===== config.mk =====
export PLATFORM = sky130hd
export DESIGN_NAME = key_matrix_debouncer_core_flat
export DESIGN_NICKNAME = d
export VERILOG_FILES = /design/src/rtl/kmd_pkg.sv /design/src/rtl/kmd_in_if.sv /design/src/rtl/kmd_out_if.sv /design/src/rtl/kmd_in_stage.sv /design/src/rtl/kmd_engine.sv /design/src/rtl/key_matrix_debouncer_core.sv /design/src/flat_wrapper.sv
export VERILOG_INCLUDE_DIRS = /design/src /design/src/rtl
export SDC_FILE = /design/constraint.sdc
export NUM_CORES = 1
export LEC_CHECK = 0
export ABC_AREA = 1
export ABC_CLOCK_PERIOD_IN_PS = 6500
export BUFFER_PORTS_ARGS = -buffer_cell sky130_fd_sc_hd__buf_2
export CAP_MARGIN = 20
export CORE_MARGIN = 5
export CORE_UTILIZATION = 32
export DETAILED_ROUTE_END_ITERATION = 7
export GPL_TIMING_DRIVEN = 1
export PLACE_DENSITY = 0.55
export SLEW_MARGIN = 20
export SYNTH_ARGS = -nofsm -noshare
export SYNTH_HDL_FRONTEND = slang
export SYNTH_HIERARCHICAL = 1
export SYNTH_SLANG_ARGS = --single-unit

===== constraint.sdc =====
create_clock -name clk_i -period 6.5 [get_ports clk_i]
set_input_delay 0.975 -clock clk_i [delete_from_list [all_inputs] [get_ports clk_i]]
set_output_delay 0.975 -clock clk_i [all_outputs]
set_load 0.02 [all_outputs]

===== src/rtl/assert_macros.svh =====
// ---------------------------------------------------------------------------
// assert_macros.svh
// Assertion macros shared by the key matrix debouncer RTL
// ---------------------------------------------------------------------------
`ifndef ASSERT_MACROS_SVH
`define ASSERT_MACROS_SVH

// property checked on every clock edge outside reset
`define KMD_ASSERT(lbl, prop, msg) \
  lbl: assert property (@(posedge clk_i) disable iff (!rst_ni) (prop)) \
    else $error(msg);

// same-cycle implication
`define KMD_ASSERT_IMP(lbl, ante, cons, msg) \
  lbl: assert property (@(posedge clk_i) disable iff (!rst_ni) (ante) |-> (cons)) \
    else $error(msg);

// next-cycle implication
`define KMD_ASSERT_NXT(lbl, ante, cons, msg) \
  lbl: assert property (@(posedge clk_i) disable iff (!rst_ni) (ante) |=> (cons)) \
    else $error(msg);

`endif


===== src/rtl/kmd_pkg.sv =====
// ---------------------------------------------------------------------------
// kmd_pkg
// Types, constants and register codes of the key matrix debouncer
// ---------------------------------------------------------------------------
package kmd_pkg;

  localparam int unsigned RowCount   = 5;
  localparam int unsigned MatrixW    = 40;
  localparam int unsigned BatteryW   = 10;
  localparam int unsigned StableW    = 8;
  localparam int unsigned IdleW      = 16;
  localparam int unsigned CfgIdxW    = 2;
  localparam int unsigned CfgDataW   = 16;
  localparam int unsigned RowBits    = RowCount * 8;

  localparam logic [MatrixW-1:0] RowMask =
    (RowBits >= MatrixW) ? {MatrixW{1'b1}} :
                           ((MatrixW'(1) << RowBits) - MatrixW'(1));

  localparam logic [StableW-1:0]  StableTicksRst = 8'd5;
  localparam logic [IdleW-1:0]    IdleLimitRst   = 16'd500;
  localparam logic [BatteryW-1:0] BatteryThrRst  = 10'd280;

  localparam logic [CfgIdxW-1:0] CfgStableTicks = 2'd0;
  localparam logic [CfgIdxW-1:0] CfgIdleLimit   = 2'd1;
  localparam logic [CfgIdxW-1:0] CfgBatteryThr  = 2'd2;

  typedef enum logic [1:0] {
    OpScan  = 2'd0,
    OpMaint = 2'd1,
    OpWake  = 2'd2
  } op_e;

  typedef struct packed {
    logic [StableW-1:0]  stable_ticks_needed;
    logic [IdleW-1:0]    idle_limit;
    logic [BatteryW-1:0] battery_threshold;
  } cfg_t;

  typedef struct packed {
    logic [1:0]          operation;
    logic [MatrixW-1:0]  matrix_sample;
    logic [BatteryW-1:0] battery_level;
  } item_t;

  typedef struct packed {
    logic               send_valid;
    logic [MatrixW-1:0] key_state;
    logic               sleep_request;
    logic               batt_low;
  } result_t;

endpackage


===== src/rtl/kmd_in_if.sv =====
// ---------------------------------------------------------------------------
// kmd_in_if
// Input channel: operation, raw matrix sample and battery sample
// ---------------------------------------------------------------------------
interface kmd_in_if import kmd_pkg::*; ();

  logic                valid;
  logic                ready;
  logic [1:0]          operation;
  logic [MatrixW-1:0]  matrix_sample;
  logic [BatteryW-1:0] battery_level;

  modport source (output valid, output operation, output matrix_sample,
                  output battery_level, input ready);
  modport sink   (input valid, input operation, input matrix_sample,
                  input battery_level, output ready);

endinterface


===== src/rtl/kmd_out_if.sv =====
// ---------------------------------------------------------------------------
// kmd_out_if
// Result channel: send flag, committed key state, sleep and low battery flags
// ---------------------------------------------------------------------------
interface kmd_out_if import kmd_pkg::*; ();

  logic               valid;
  logic               ready;
  logic               send_valid;
  logic [MatrixW-1:0] key_state;
  logic               sleep_request;
  logic               batt_low;

  modport source (output valid, output send_valid, output key_state,
                  output sleep_request, output batt_low, input ready);
  modport sink   (input valid, input send_valid, input key_state,
                  input sleep_request, input batt_low, output ready);

endinterface


===== src/rtl/kmd_in_stage.sv =====
// ---------------------------------------------------------------------------
// kmd_in_stage
// Input register: captures one word per cycle, holds it while stalled
// ---------------------------------------------------------------------------
module kmd_in_stage import kmd_pkg::*; (
  input  logic    clk_i,
  input  logic    rst_ni,
  kmd_in_if.sink  item_i,
  input  logic    advance_i,
  output logic    valid_o,
  output item_t   item_o
);

  logic  valid_q, valid_d;
  item_t item_q, item_d;
  logic  load;

  assign item_i.ready = !valid_q || advance_i;
  assign load         = item_i.valid && item_i.ready;

  always_comb begin
    valid_d = valid_q;
    item_d  = item_q;
    if (advance_i) begin
      valid_d = 1'b0;
    end
    if (load) begin
      valid_d                = 1'b1;
      item_d.operation       = item_i.operation;
      item_d.matrix_sample   = item_i.matrix_sample;
      item_d.battery_level   = item_i.battery_level;
    end
  end

  always_ff @(posedge clk_i or negedge rst_ni) begin
    if (!rst_ni) begin
      valid_q <= 1'b0;
    end else begin
      valid_q <= valid_d;
    end
  end

  always_ff @(posedge clk_i) begin
    item_q <= item_d;
  end

  assign valid_o = valid_q;
  assign item_o  = item_q;

endmodule


===== src/rtl/kmd_engine.sv =====
// ---------------------------------------------------------------------------
// kmd_engine
// Debounce, idle and sleep state with the single-pass update of one word
// ---------------------------------------------------------------------------
`include "assert_macros.svh"

module kmd_engine import kmd_pkg::*; (
  input  logic    clk_i,
  input  logic    rst_ni,
  input  logic    step_i,
  input  item_t   item_i,
  input  cfg_t    cfg_i,
  output result_t res_o
);

  logic [MatrixW-1:0] committed_q, committed_d;
  logic [MatrixW-1:0] snap_q, snap_d;
  logic               dbn_q, dbn_d;
  logic [StableW-1:0] cnt_q, cnt_d;
  logic [IdleW-1:0]   idle_q, idle_d;
  logic               asleep_q, asleep_d;

  logic [MatrixW-1:0] sample;
  logic [StableW-1:0] need;
  logic [StableW-1:0] cnt_inc;
  logic [IdleW-1:0]   idle_inc;

  assign sample   = item_i.matrix_sample & RowMask;
  assign need     = (cfg_i.stable_ticks_needed == '0) ? StableW'(1)
                                                       : cfg_i.stable_ticks_needed;
  assign cnt_inc  = cnt_q + StableW'(1);
  assign idle_inc = (idle_q == {IdleW{1'b1}}) ? idle_q : idle_q + IdleW'(1);

  always_comb begin
    committed_d         = committed_q;
    snap_d              = snap_q;
    dbn_d               = dbn_q;
    cnt_d               = cnt_q;
    idle_d              = idle_q;
    asleep_d            = asleep_q;
    res_o.send_valid    = 1'b0;
    res_o.sleep_request = 1'b0;
    res_o.batt_low      = 1'b0;
    unique case (item_i.operation)
      OpScan: begin
        if (!asleep_q) begin
          if (dbn_q) begin
            if (sample == snap_q) begin
              if (cnt_q != {StableW{1'b1}}) begin
                cnt_d = cnt_inc;
                if (cnt_inc == need) begin
                  committed_d      = snap_q;
                  res_o.send_valid = 1'b1;
                end
              end
            end else begin
              dbn_d = 1'b0;
            end
          end else if (sample != committed_q) begin
            snap_d = sample;
            dbn_d  = 1'b1;
            cnt_d  = '0;
          end
          if (sample == '0) begin
            idle_d = idle_inc;
            if (idle_inc > cfg_i.idle_limit) begin
              res_o.sleep_request = 1'b1;
              asleep_d            = 1'b1;
            end
          end else begin
            idle_d = '0;
          end
        end
      end
      OpMaint: begin
        if (!asleep_q) begin
          res_o.send_valid = 1'b1;
          res_o.batt_low   = item_i.battery_level < cfg_i.battery_threshold;
        end
      end
      OpWake: begin
        asleep_d = 1'b0;
        idle_d   = '0;
      end
      default: begin
      end
    endcase
    res_o.key_state = committed_d;
  end

  always_ff @(posedge clk_i or negedge rst_ni) begin
    if (!rst_ni) begin
      committed_q <= '0;
      snap_q      <= '0;
      dbn_q       <= 1'b0;
      cnt_q       <= '0;
      idle_q      <= '0;
      asleep_q    <= 1'b0;
    end else if (step_i) begin
      committed_q <= committed_d;
      snap_q      <= snap_d;
      dbn_q       <= dbn_d;
      cnt_q       <= cnt_d;
      idle_q      <= idle_d;
      asleep_q    <= asleep_d;
    end
  end

  `KMD_ASSERT_NXT(a_commit_from_snap,
    step_i && res_o.send_valid && item_i.operation == OpScan,
    committed_q == snap_q, "commit did not take the snapshot")

  `KMD_ASSERT_NXT(a_sleep_sets_asleep, step_i && res_o.sleep_request, asleep_q,
    "sleep request without entering sleep")

  `KMD_ASSERT_IMP(a_asleep_quiet, asleep_q,
    !res_o.send_valid && !res_o.sleep_request && !res_o.batt_low,
    "flag raised while asleep")

endmodule


===== src/rtl/key_matrix_debouncer_core.sv =====
// ---------------------------------------------------------------------------
// key_matrix_debouncer_core
// Path: an accepted word waits in the input register and moves into the result
//   register when it advances, that is when that register is empty or being taken.
// Throughput: one word per cycle unless the result register is stalled, set by the single-pass update.
// Reset: clears all key, debounce, idle and sleep state and both valid flags;
//   configuration returns to 5 stable ticks, idle limit 500, threshold 280.
// ---------------------------------------------------------------------------
`include "assert_macros.svh"

module key_matrix_debouncer_core import kmd_pkg::*; (
  input  logic                clk_i,
  input  logic                rst_ni,
  input  logic                cfg_we_i,
  input  logic [CfgIdxW-1:0]  cfg_idx_i,
  input  logic [CfgDataW-1:0] cfg_wdata_i,
  kmd_in_if.sink              item_i,
  kmd_out_if.source           result_o
);

  cfg_t    cfg_q, cfg_d;
  logic    s1_valid;
  item_t   s1_item;
  logic    advance;
  result_t res;
  logic    out_valid_q, out_valid_d;
  result_t out_res_q, out_res_d;

  always_comb begin
    cfg_d = cfg_q;
    if (cfg_we_i) begin
      unique case (cfg_idx_i)
        CfgStableTicks: cfg_d.stable_ticks_needed = cfg_wdata_i[StableW-1:0];
        CfgIdleLimit:   cfg_d.idle_limit          = cfg_wdata_i[IdleW-1:0];
        CfgBatteryThr:  cfg_d.battery_threshold   = cfg_wdata_i[BatteryW-1:0];
        default: begin
        end
      endcase
    end
  end

  always_ff @(posedge clk_i or negedge rst_ni) begin
    if (!rst_ni) begin
      cfg_q.stable_ticks_needed <= StableTicksRst;
      cfg_q.idle_limit          <= IdleLimitRst;
      cfg_q.battery_threshold   <= BatteryThrRst;
    end else begin
      cfg_q <= cfg_d;
    end
  end

  assign advance = s1_valid && (!out_valid_q || result_o.ready);

  kmd_in_stage u_in_stage (
    .clk_i     (clk_i),
    .rst_ni    (rst_ni),
    .item_i    (item_i),
    .advance_i (advance),
    .valid_o   (s1_valid),
    .item_o    (s1_item)
  );

  kmd_engine u_engine (
    .clk_i  (clk_i),
    .rst_ni (rst_ni),
    .step_i (advance),
    .item_i (s1_item),
    .cfg_i  (cfg_q),
    .res_o  (res)
  );

  always_comb begin
    out_valid_d = out_valid_q;
    out_res_d   = out_res_q;
    if (result_o.ready) begin
      out_valid_d = 1'b0;
    end
    if (advance) begin
      out_valid_d = 1'b1;
      out_res_d   = res;
    end
  end

  always_ff @(posedge clk_i or negedge rst_ni) begin
    if (!rst_ni) begin
      out_valid_q <= 1'b0;
    end else begin
      out_valid_q <= out_valid_d;
    end
  end

  always_ff @(posedge clk_i) begin
    out_res_q <= out_res_d;
  end

  assign result_o.valid         = out_valid_q;
  assign result_o.send_valid    = out_res_q.send_valid;
  assign result_o.key_state     = out_res_q.key_state;
  assign result_o.sleep_request = out_res_q.sleep_request;
  assign result_o.batt_low      = out_res_q.batt_low;

  `KMD_ASSERT_IMP(a_full_stall_blocks_input,
    s1_valid && out_valid_q && !result_o.ready, !item_i.ready,
    "input taken while both stages are stalled")

  `KMD_ASSERT_NXT(a_advance_fills_output, advance, out_valid_q,
    "word left the input register without reaching the result register")

endmodule

===== src/flat_wrapper.sv =====
// flat-port wrapper written by rule: the top's interface ports become plain ports
module key_matrix_debouncer_core_flat import kmd_pkg::*;
  (clk_i, rst_ni, cfg_we_i, cfg_idx_i, cfg_wdata_i, item_i_valid, item_i_operation, item_i_matrix_sample, item_i_battery_level, item_i_ready, result_o_valid, result_o_send_valid, result_o_key_state, result_o_sleep_request, result_o_batt_low, result_o_ready);
  kmd_in_if item_i_i ();
  kmd_out_if result_o_i ();
  input  logic clk_i;
  input  logic rst_ni;
  input  logic cfg_we_i;
  input  logic [CfgIdxW-1:0] cfg_idx_i;
  input  logic [CfgDataW-1:0] cfg_wdata_i;
  input wire logic [$bits(item_i_i.valid)-1:0] item_i_valid;
  input wire logic [$bits(item_i_i.operation)-1:0] item_i_operation;
  input wire logic [$bits(item_i_i.matrix_sample)-1:0] item_i_matrix_sample;
  input wire logic [$bits(item_i_i.battery_level)-1:0] item_i_battery_level;
  output wire logic [$bits(item_i_i.ready)-1:0] item_i_ready;
  output wire logic [$bits(result_o_i.valid)-1:0] result_o_valid;
  output wire logic [$bits(result_o_i.send_valid)-1:0] result_o_send_valid;
  output wire logic [$bits(result_o_i.key_state)-1:0] result_o_key_state;
  output wire logic [$bits(result_o_i.sleep_request)-1:0] result_o_sleep_request;
  output wire logic [$bits(result_o_i.batt_low)-1:0] result_o_batt_low;
  input wire logic [$bits(result_o_i.ready)-1:0] result_o_ready;
  assign item_i_i.valid = item_i_valid;
  assign item_i_i.operation = item_i_operation;
  assign item_i_i.matrix_sample = item_i_matrix_sample;
  assign item_i_i.battery_level = item_i_battery_level;
  assign item_i_ready = item_i_i.ready;
  assign result_o_valid = result_o_i.valid;
  assign result_o_send_valid = result_o_i.send_valid;
  assign result_o_key_state = result_o_i.key_state;
  assign result_o_sleep_request = result_o_i.sleep_request;
  assign result_o_batt_low = result_o_i.batt_low;
  assign result_o_i.ready = result_o_ready;
  key_matrix_debouncer_core u_core (.clk_i(clk_i), .rst_ni(rst_ni), .cfg_we_i(cfg_we_i), .cfg_idx_i(cfg_idx_i), .cfg_wdata_i(cfg_wdata_i), .item_i(item_i_i), .result_o(result_o_i));
endmodule

== Word level (Yosys, flattened, before mapping) ==
Cells that the tools add are included.
Storage, ports and cells
  bits in registers: 237
  bits of input ports: 75
  output and inout port bits: 45
  logic and storage cells: 95
Cells by class
  add/sub/neg operators: 2
  $lt $le $gt $ge: 2
  eq/ne operators: 12
  muxes and demuxes: 33
  bitwise gates (word level): 4
  reductions and logical operators: 24
Operators with widths (number)
  $mux W40: 6
  $mux W16: 3
  $eq A40 B40 Y1: 1
  $logic_not A40 Y1: 1
  $mux W8: 5
  $ne A40 B40 Y1: 1
  $pmux W16 S2: 1
  $add A16 B1 Y16 const B: 1
  $eq A16 B16 Y1 const B: 1
  $gt A16 B16 Y1: 1
  $mux W1: 16
  $lt A10 B10 Y1: 1
  $add A8 B1 Y8 const B: 1
  $eq A8 B8 Y1: 1
  $logic_not A8 Y1: 1
  $ne A8 B8 Y1 const B: 1
  $reduce_and A2 Y1: 4
  $reduce_bool A2 Y1: 4
  $reduce_and A3 Y1: 2
  $reduce_and A6 Y1: 1
  $reduce_and A5 Y1: 1
  $eq A2 B1 Y1 const B: 2
  $eq A2 B2 Y1 const B: 2
  $logic_not A2 Y1: 2
  8 further kinds: 17

== Depth between registers and ports, before layout ==
Gate-level depths: netlist of the first run.
  word-level depth: 9
  depth in mapped cells: 21
  gate-level depth less buffers: 21

== Hierarchy ==
Netlist of the first run, hierarchy kept.
Modules (own cells, without submodules)
  kmd_engine: times used 1, cells an instance 1130, area each 7604.8 um2, seq. area each 2652.5 um2
  key_matrix_debouncer_core: times used 1, cells an instance 201, area each 2772.7 um2, seq. area each 2180.8 um2
  kmd_in_stage: times used 1, cells an instance 58, area each 1606.5 um2, seq. area each 1586.5 um2

== Worst setup path after synthesis of the first run ==
OpenSTA, ideal clock, no wires.
  path type: input-to-reg
  start: in result_o_ready
  end: reg u_core.u_in_stage.item_q, in the netlist u_core/u_in_stage/item_o[0], enable pin
  setup time: 0.479 ns
  arrival: 5.991 ns
  data required time: 6.021 ns
  slack: 0.030 ns
  cell stages on the path: 4
  buffers on the path: 0
  cells stage by stage: inv_1 a21oi_1 inv_1 a21oi_1
On the way
  word-level cells in the longest chain between the ends: 4
Ends and longest elaborated chain
  start: declaration: line flat_wrapper.sv:21  | input wire logic [$bits(result_o_i.ready)-1:0] result_o_ready;
  $logic_or A1 B1 Y1: line key_matrix_debouncer_core.sv:52  | assign advance = s1_valid && (!out_valid_q || result_o.ready);
  $logic_and A1 B1 Y1: line key_matrix_debouncer_core.sv:52
  named net u_core.advance: line key_matrix_debouncer_core.sv:24  | logic advance;
  $logic_or A1 B1 Y1: line kmd_in_stage.sv:18  | assign item_i.ready = !valid_q || advance_i;
  $logic_and A1 B1 Y1: line kmd_in_stage.sv:19  | assign load = item_i.valid && item_i.ready;
  named net u_core.u_in_stage.load: line kmd_in_stage.sv:16  | logic load;
  end signal: assignment: line kmd_in_stage.sv:44  | item_q <= item_d;
  end: declaration: line kmd_in_stage.sv:15  | item_t item_q, item_d;
The timed path passes the listed nets, and every way through them passes these cells.
A chain may end at the register's enable or synchronous reset.

== Final worst setup path of the first run ==
  start: reg u_core.u_engine.idle_q[0]
  end: reg u_core.out_res_q, in the netlist u_core/result_o.sleep_request, data pin
On the way
  word-level cells in the longest chain between the ends: 5
  elaborated cells between the ends (all ways): 6
  classes of those cells: 1 x add/sub; 1 x order compare; 1 x eq/ne; 3 x mux
Ends and longest elaborated chain
  start: declaration: line kmd_engine.sv:20  | logic [IdleW-1:0] idle_q, idle_d;
  start signal: assignment: line kmd_engine.sv:104  | idle_q <= idle_d;
  $add A16 B1 Y16 or $eq A16 B16 Y1 (tied branches): line kmd_engine.sv:32  | assign idle_inc = (idle_q == {IdleW{1'b1}}) ? idle_q : idle_q + IdleW'(1);
  $mux W16 (*): line kmd_engine.sv:32
  $gt A16 B16 Y1 (*): line kmd_engine.sv:66  | if (idle_inc > cfg_i.idle_limit) begin
  $mux W1 (*): line kmd_engine.sv:66
  $mux W1 (*): line kmd_engine.sv:64  | if (sample == '0) begin
  end signal: assignment: line key_matrix_debouncer_core.sv:93  | out_res_q <= out_res_d;
  end: declaration: line key_matrix_debouncer_core.sv:27  | result_t out_res_q, out_res_d;
Mark *: on every way between the ends. The rest lies on a longest branch, timed or not.

==> metrics.yaml, run 1 <==
detailed_routing:
  drt_pass1_iterations: 6
  avgViaCountPerCell: 4.69
  ant_nets: 0
  totalWireLength_um: 31100
  drc: 0
  via_count: 9320
  wl_per_cell_um: 15.6
  drtIter0Drc: 557
critical_path:
  r2r-end: "u_core/result_o.sleep_request"
  r2r_setup_slack_ns: 3.03
  critPathLaunchType: "register"
  r2r-start: "u_core/u_engine/idle_q[0]"
  worstPathMaxFanout: 5
  path_class: "reg -> reg"
  cp.arrival_ns: 3.76
  cp.required_ns: 6.79
  rr_worst_depth: 20
  worstSetupEndpointType: "register"
pwr:
  p_leak_nw: 6.79
  p_per_area_nw_per_um2: 303
  irDropWorstVdd_mv: 0.196
sta:
  rsz0062_at_grt: "false"
  hold_viol: 0
  timing.hold.ws_ns: 0.461
  final-max-slew-violation-count: 0
  period_share_pct: 53.4
  fmax_mhz: 288
  setup_tns_ns: 0
  setup_slack_ns: 3.03
  fin_crit_ns: 3.47
  worstMarginPinSlew_ns: 1.06
  setup-violations-final: 0
  max_slew_margin_pct: 29.3
  skew_ns: 0.0159
place:
  pre_cts_slack_ns: 2.97
  placed_cell_area_um2: 13100
  dpl.cell_count: 1936
  port_buffers: 119
  globalplace.congestion: 0.819
  hpwl_um: 21100
cts:
  cts_setup_buffers: 0
  tritoncts: "built"
  root_buffer: "clkbuf_16"
  cts.repair.resized: 0
  cts_hold_buf: 0
  clock_path_buffers: 3
  clock_latency_ns: 0.55
  cts_made_buffers: 27
  clkSinkCount: 237
  h-tree-depth: 1
  path_clk_slew_ns: 0.06
grt:
  use_met2_pct: 25.4
  grt_start_max_net_pins: 84
  overflow: 0
  grt_pass1_vias: 9296
  use_met3_pct: 2.80
  grt_pass1_wl_um: 50000
  grt_usage_pct: 15.0
  grt_use_met1_pct: 19.7
  antenna_found_initial: 1
  grt-busiest-layer: "met2"
floorplan:
  dieArea_um2: 41400
  core_area_um2: 36800
  rows: 70
  die_h_um: 204
  start_util_pct: 32.6
  die_x_um: 204
  io_pins: 120
final_layout:
  final_cell_mix: "nand2_1 (419), inv_1 (190), dfrtp_1 (131)"
  fin_area_um2: 14000
  regArea_um2: 6420
  antenna_cells: 0
  drive_above_1_share_pct: 12.8
  multiInputGateArea_um2: 4670
  nFillCells: 3783
  syn2layout_area_growth_pct: 16.9
  mostFrequentLayoutCell: "nand2_1"
  fin_cells: 1988
  num-nets-final: 1601
yosys:
  seq_area_frac_synth_pct: 53.6
  syn-num-nets: 1491
  yosys_warnings: 6
  synth-seq-cells: 237
  syn_area_per_cell_um2: 8.63
  netlist_area_um2: 12000
  netlist-cell-type-count: 42
  syn_inst: 1389
status:
  status: "completed"
min_path:
  hold_path.class: "reg -> reg"
  whs_path_depth: 2
  hp-start: "u_core/cfg_q[15]"
  min_to: "u_core/cfg_q[15]"
job:
  maxCapViolCount: 0
[layer usage]
layer	vias to the layer above	wire length, um
met5	-	13
met4	2	903
met3	49	1790
met2	202	14700
met1	4366	13600
li1	4701	-
[worst max-delay path, cell delays in order (launching register included)]
cell       delay (ns)
dfrtp_1          0.40
ha_1             0.23
nand2_1          0.07
inv_1            0.07
nand3_1          0.12
nor2_1           0.24
nand2_1          0.14
nor2_1           0.15
nand2_1          0.18
inv_1            0.18
or2_2            0.13
o21ai_0          0.13
inv_1            0.09
ha_1             0.23
a21oi_1          0.14
o21ai_0          0.09
nand2_1          0.07
nand2_1          0.06
nand2_1          0.06
o2111ai_1        0.18
and3_1           0.25
[state kept, by name, indices dropped and copies added, names as in the netlist, 8 cells and up]
signal / cells
u_core/u_engine/committed_q: 40
u_core/u_in_stage/item_o: 52
u_core/u_engine/idle_q: 16
u_core/cfg_q: 34
u_core/u_engine/snap_q: 40
u_core/result_o.key_state: 40
u_core/u_engine/cnt_q: 8
[area by class of cell]
type / instances / area share [%]
Timing Repair Buffer: 128 / 5.07
Tap cell: 468 / 4.18
Clock buffer: 45 / 5.96
Sequential cell: 237 / 45.8
Inverter: 195 / 5.23
Multi-Input combinational cell: 910 / 33.3
Clock inverter: 5 / 0.384
[synthesized netlist by cell type (all sizes together)]
cell	number	area [um^2]
or3	1	6.26
inv	193	724
dfrtp	131	3280
o2111ai	1	8.76
nand3b	1	7.51
buf	26	136
xnor3	1	22.5
nand3	84	448
ha	27	338
o21a	4	30.0
o21ai	46	234
a21boi	1	7.51
a21oi	32	160
clkbuf	21	78.8
nor2	84	325
and3	1	6.26
and2	40	250
nand2	420	1580
a22o	2	17.5
nor3	8	40.0
xor2	12	105
o211ai	1	7.51
or2	2	12.5
edfxtp	95	2850
xnor2	49	429
o22ai	3	18.8
nand4	89	557
a31oi	1	6.26
clkinv	2	7.51
dfstp	11	289
[metrics by stage]
stage | total power (W) | util, %
after floorplan | 0.00248 | -
after global placement | 0.00273 | 35.5
after detailed placement | 0.00275 | 35.5
after CTS | 0.00430 | 37.9
after global routing | 0.00450 | 38.1
final | 0.00425 | 38.1
[worst max-delay path by stage]
stage / start / end / slack [ns] / cells past startpoint
after global routing: u_core/u_engine/idle_q[0] / u_core/result_o.sleep_request / 2.60 / 20
after floorplan: result_o_ready / u_core/u_in_stage/item_o[0] / 0.03 / 4
final: u_core/u_engine/idle_q[0] / u_core/result_o.sleep_request / 3.03 / 20
after global placement: u_core/u_engine/cnt_q[0] / u_core/result_o.key_state[3] / 2.57 / 12
after detailed placement: result_o_ready / u_core/u_engine/idle_q[0] / 2.97 / 12
after CTS: u_core/u_engine/cnt_q[0] / u_core/result_o.key_state[30] / 2.99 / 12
[cells by family after synthesis]
family	synth area share [%]
adder cells (fa/ha/maj)	2.82
buffers and inverters	7.90
XOR/XNOR	4.65
AND/OR/NAND/NOR	27.0
flip-flops	53.6
AO/OA/AOI/OAI	4.09
[power breakdown]
group / internal [W] / leakage (nW) / switching, W / total [W]
sequential: 0.00179 / 2.74 / 0.000172 / 0.00197
combinational: 0.000278 / 3.61 / 0.000482 / 0.000760
clock: 0.000910 / 0.438 / 0.000611 / 0.00152
total: 0.00298 / 6.79 / 0.00126 / 0.00425
(Power assumes the default switching activity.)
==> run 2, diff against run 1 <==
ABC_CLOCK_PERIOD_IN_PS = 3300   (was 6500)
clock period = 3.3 ns   (was 6.5 ns; I/O delays follow)
==> metrics.yaml, run 2 (synthesis results as in run 1) <==
status:
  status: "completed"
floorplan:
  io_pins: 120
  core_area_um2: 36800
  start_util_pct: 32.6
  rows: 70
  die_h_um: 204
  dieArea_um2: 41400
  die_x_um: 204
sta:
  hold_viol: 0
  final-max-slew-violation-count: 0
  max_slew_margin_pct: 32.6
  period_share_pct: 91.9
  fmax_mhz: 330
  rsz0062_at_grt: "false"
  skew_ns: 0.0203
  setup-violations-final: 0
  setup_slack_ns: 0.268
  setup_tns_ns: 0
  worstMarginPinSlew_ns: 1.01
  fin_crit_ns: 3.03
critical_path:
  cpMostUsedCell: "nand2_1"
  critPathLaunchType: "register"
  r2r-end: "u_core/result_o.sleep_request"
  cp.required_ns: 3.60
  slowest_stage: "dfrtp_1"
  max_stage_delay_ns: 0.42
  worstSetupEndpointType: "register"
  path_class: "reg -> reg"
  worstPathMaxFanout: 5
  r2r-start: "u_core/u_engine/idle_q[0]"
  rr_worst_depth: 20
  cp_cell_sequence: "ha_2 -> nand2_1 -> inv_1 -> nand3_1 -> nor2_2 -> nand2_1 -> nor2_2 -> nand2_2 -> inv_1 -> or2_2 -> o21ai_0 -> inv_1 -> ha_1 -> a21oi_1 -> o21ai_0 -> nand2_1 -> nand2_1 -> nand2_1 -> o2111ai_1 -> and3_1"
  cpLargestDelayFamily: "simple AND/OR/NAND/NOR gates"
  cp.arrival_ns: 3.33
  r2r_setup_slack_ns: 0.27
  critPathBufInv: 3
place:
  hpwl_um: 22000
  dpl.cell_count: 1946
  port_buffers: 119
  pre_cts_slack_ns: 0.114
  globalplace.congestion: 0.808
detailed_routing:
  drt_pass1_iterations: 5
  avgViaCountPerCell: 4.67
  ant_nets: 0
  drtIter0Drc: 625
  via_count: 9339
  totalWireLength_um: 31500
  drc: 0
  wl_per_cell_um: 15.8
min_path:
  hp-start: "item_i_matrix_sample[22]"
  hold_path.class: "in -> reg"
  whs_path_depth: 1
  min_to: "u_core/u_in_stage/item_o[32]"
cts:
  path_clk_slew_ns: 0.06
  cts_made_buffers: 27
  h-tree-depth: 1
  tritoncts: "built"
  root_buffer: "clkbuf_16"
  clkSinkCount: 237
  clock_path_buffers: 3
  clock_latency_ns: 0.56
grt:
  grt_pass1_vias: 9388
  grt_start_max_net_pins: 76
  grt_usage_pct: 15.3
  overflow: 0
  antenna_found_initial: 1
  grt_pass1_wl_um: 51000
final_layout:
  fin_cells: 1999
  multiInputGateArea_um2: 4680
  antenna_cells: 0
  mostFrequentLayoutCell: "nand2_1"
  syn2layout_area_growth_pct: 17.1
  num-nets-final: 1612
  drive_above_1_share_pct: 13.5
  nFillCells: 3757
  regArea_um2: 6420
  largest_reg_flops: 52
  final_cell_mix: "nand2_1 (418), inv_1 (190), dfrtp_1 (131)"
pwr:
  fin_total_pwr_w: 0.00823
  p_leak_nw: 6.81
  irDropWorstVdd_mv: 0.365
  p_per_area_nw_per_um2: 586
job:
  maxCapViolCount: 0
[run 2: cell count changes in the layout (fill, tap and decap cells not counted), moves of 2 or more]
cell      before  now
buf_12         0    3
buf_16         2    0
buf_4          7   16
clkbuf_8       7    3
clkinv_1       2    5
clkinv_2       3    5
nor2_1        80   78
nor2_2         1    3
[run 2: layout make-up]
cell class / count / area share (%)
sequential: 237 / 45.7
multi-input combinational: 910 / 33.3
timing repair buffer: 139 / 5.64
clock buffer: 40 / 5.38
inverter: 195 / 5.21
tap: 468 / 4.17
clock inverter: 10 / 0.535
[run 2: how the worst max path moves through the flow]
stage	startpoint	to	cells past startpoint
global placement	u_core/u_engine/idle_q[0]	u_core/result_o.sleep_request	20
CTS	u_core/u_engine/idle_q[0]	u_core/result_o.sleep_request	20
finish	u_core/u_engine/idle_q[0]	u_core/result_o.sleep_request	20
floorplan	result_o_ready	u_core/u_in_stage/item_o[0]	4
global route	u_core/u_engine/idle_q[0]	u_core/result_o.sleep_request	20
detailed placement	u_core/u_engine/idle_q[0]	u_core/result_o.sleep_request	20
[run 2: routing by layer]
layer	vias to the layer above	track usage (%)	wire length (um)
li1	4721	-	-
met1	4361	20.3	14200
met2	202	25.7	15000
met3	53	2.93	1530
met4	2	4.14	786
met5	-	0	7
[run 2: timing repair]
action / in CTS / in global routing
buffers inserted: 0 / 2
gates resized for setup: 0 / 5
hold endpoints to repair: 52 / 0
endpoints found under the setup margin: 0 / 2
hold buffers: 1 / 0
[run 2: metrics by stage]
step / utilization (%) / area, um^2 / hold slack, ns
after floorplan: - / 12000 / 0.199
after global placement: 35.8 / 13200 / 0.452
after detailed placement: 35.8 / 13200 / 0.457
after CTS: 38.1 / 14000 / 0.0805
after global routing: 38.2 / 14000 / 0.0798
final: 38.2 / 14000 / 0.112
[run 2: where the power goes]
group	internal, W	switching [W]
logic	0.000552	0.000986
clock network	0.00165	0.00119
registers	0.00353	0.000314
total	0.00574	0.00249
[run 2: worst register-to-register path: stages (launching register included)]
cell and delay (ns):
dfrtp_1 0.42, ha_2 0.22, nand2_1 0.06, inv_1 0.05
nand3_1 0.16, nor2_2 0.07, nand2_1 0.11, nor2_2 0.06
nand2_2 0.11, inv_1 0.09, or2_2 0.27, o21ai_0 0.10
inv_1 0.07, ha_1 0.29, a21oi_1 0.14, o21ai_0 0.09
nand2_1 0.07, nand2_1 0.05, nand2_1 0.05, o2111ai_1 0.13
and3_1 0.20
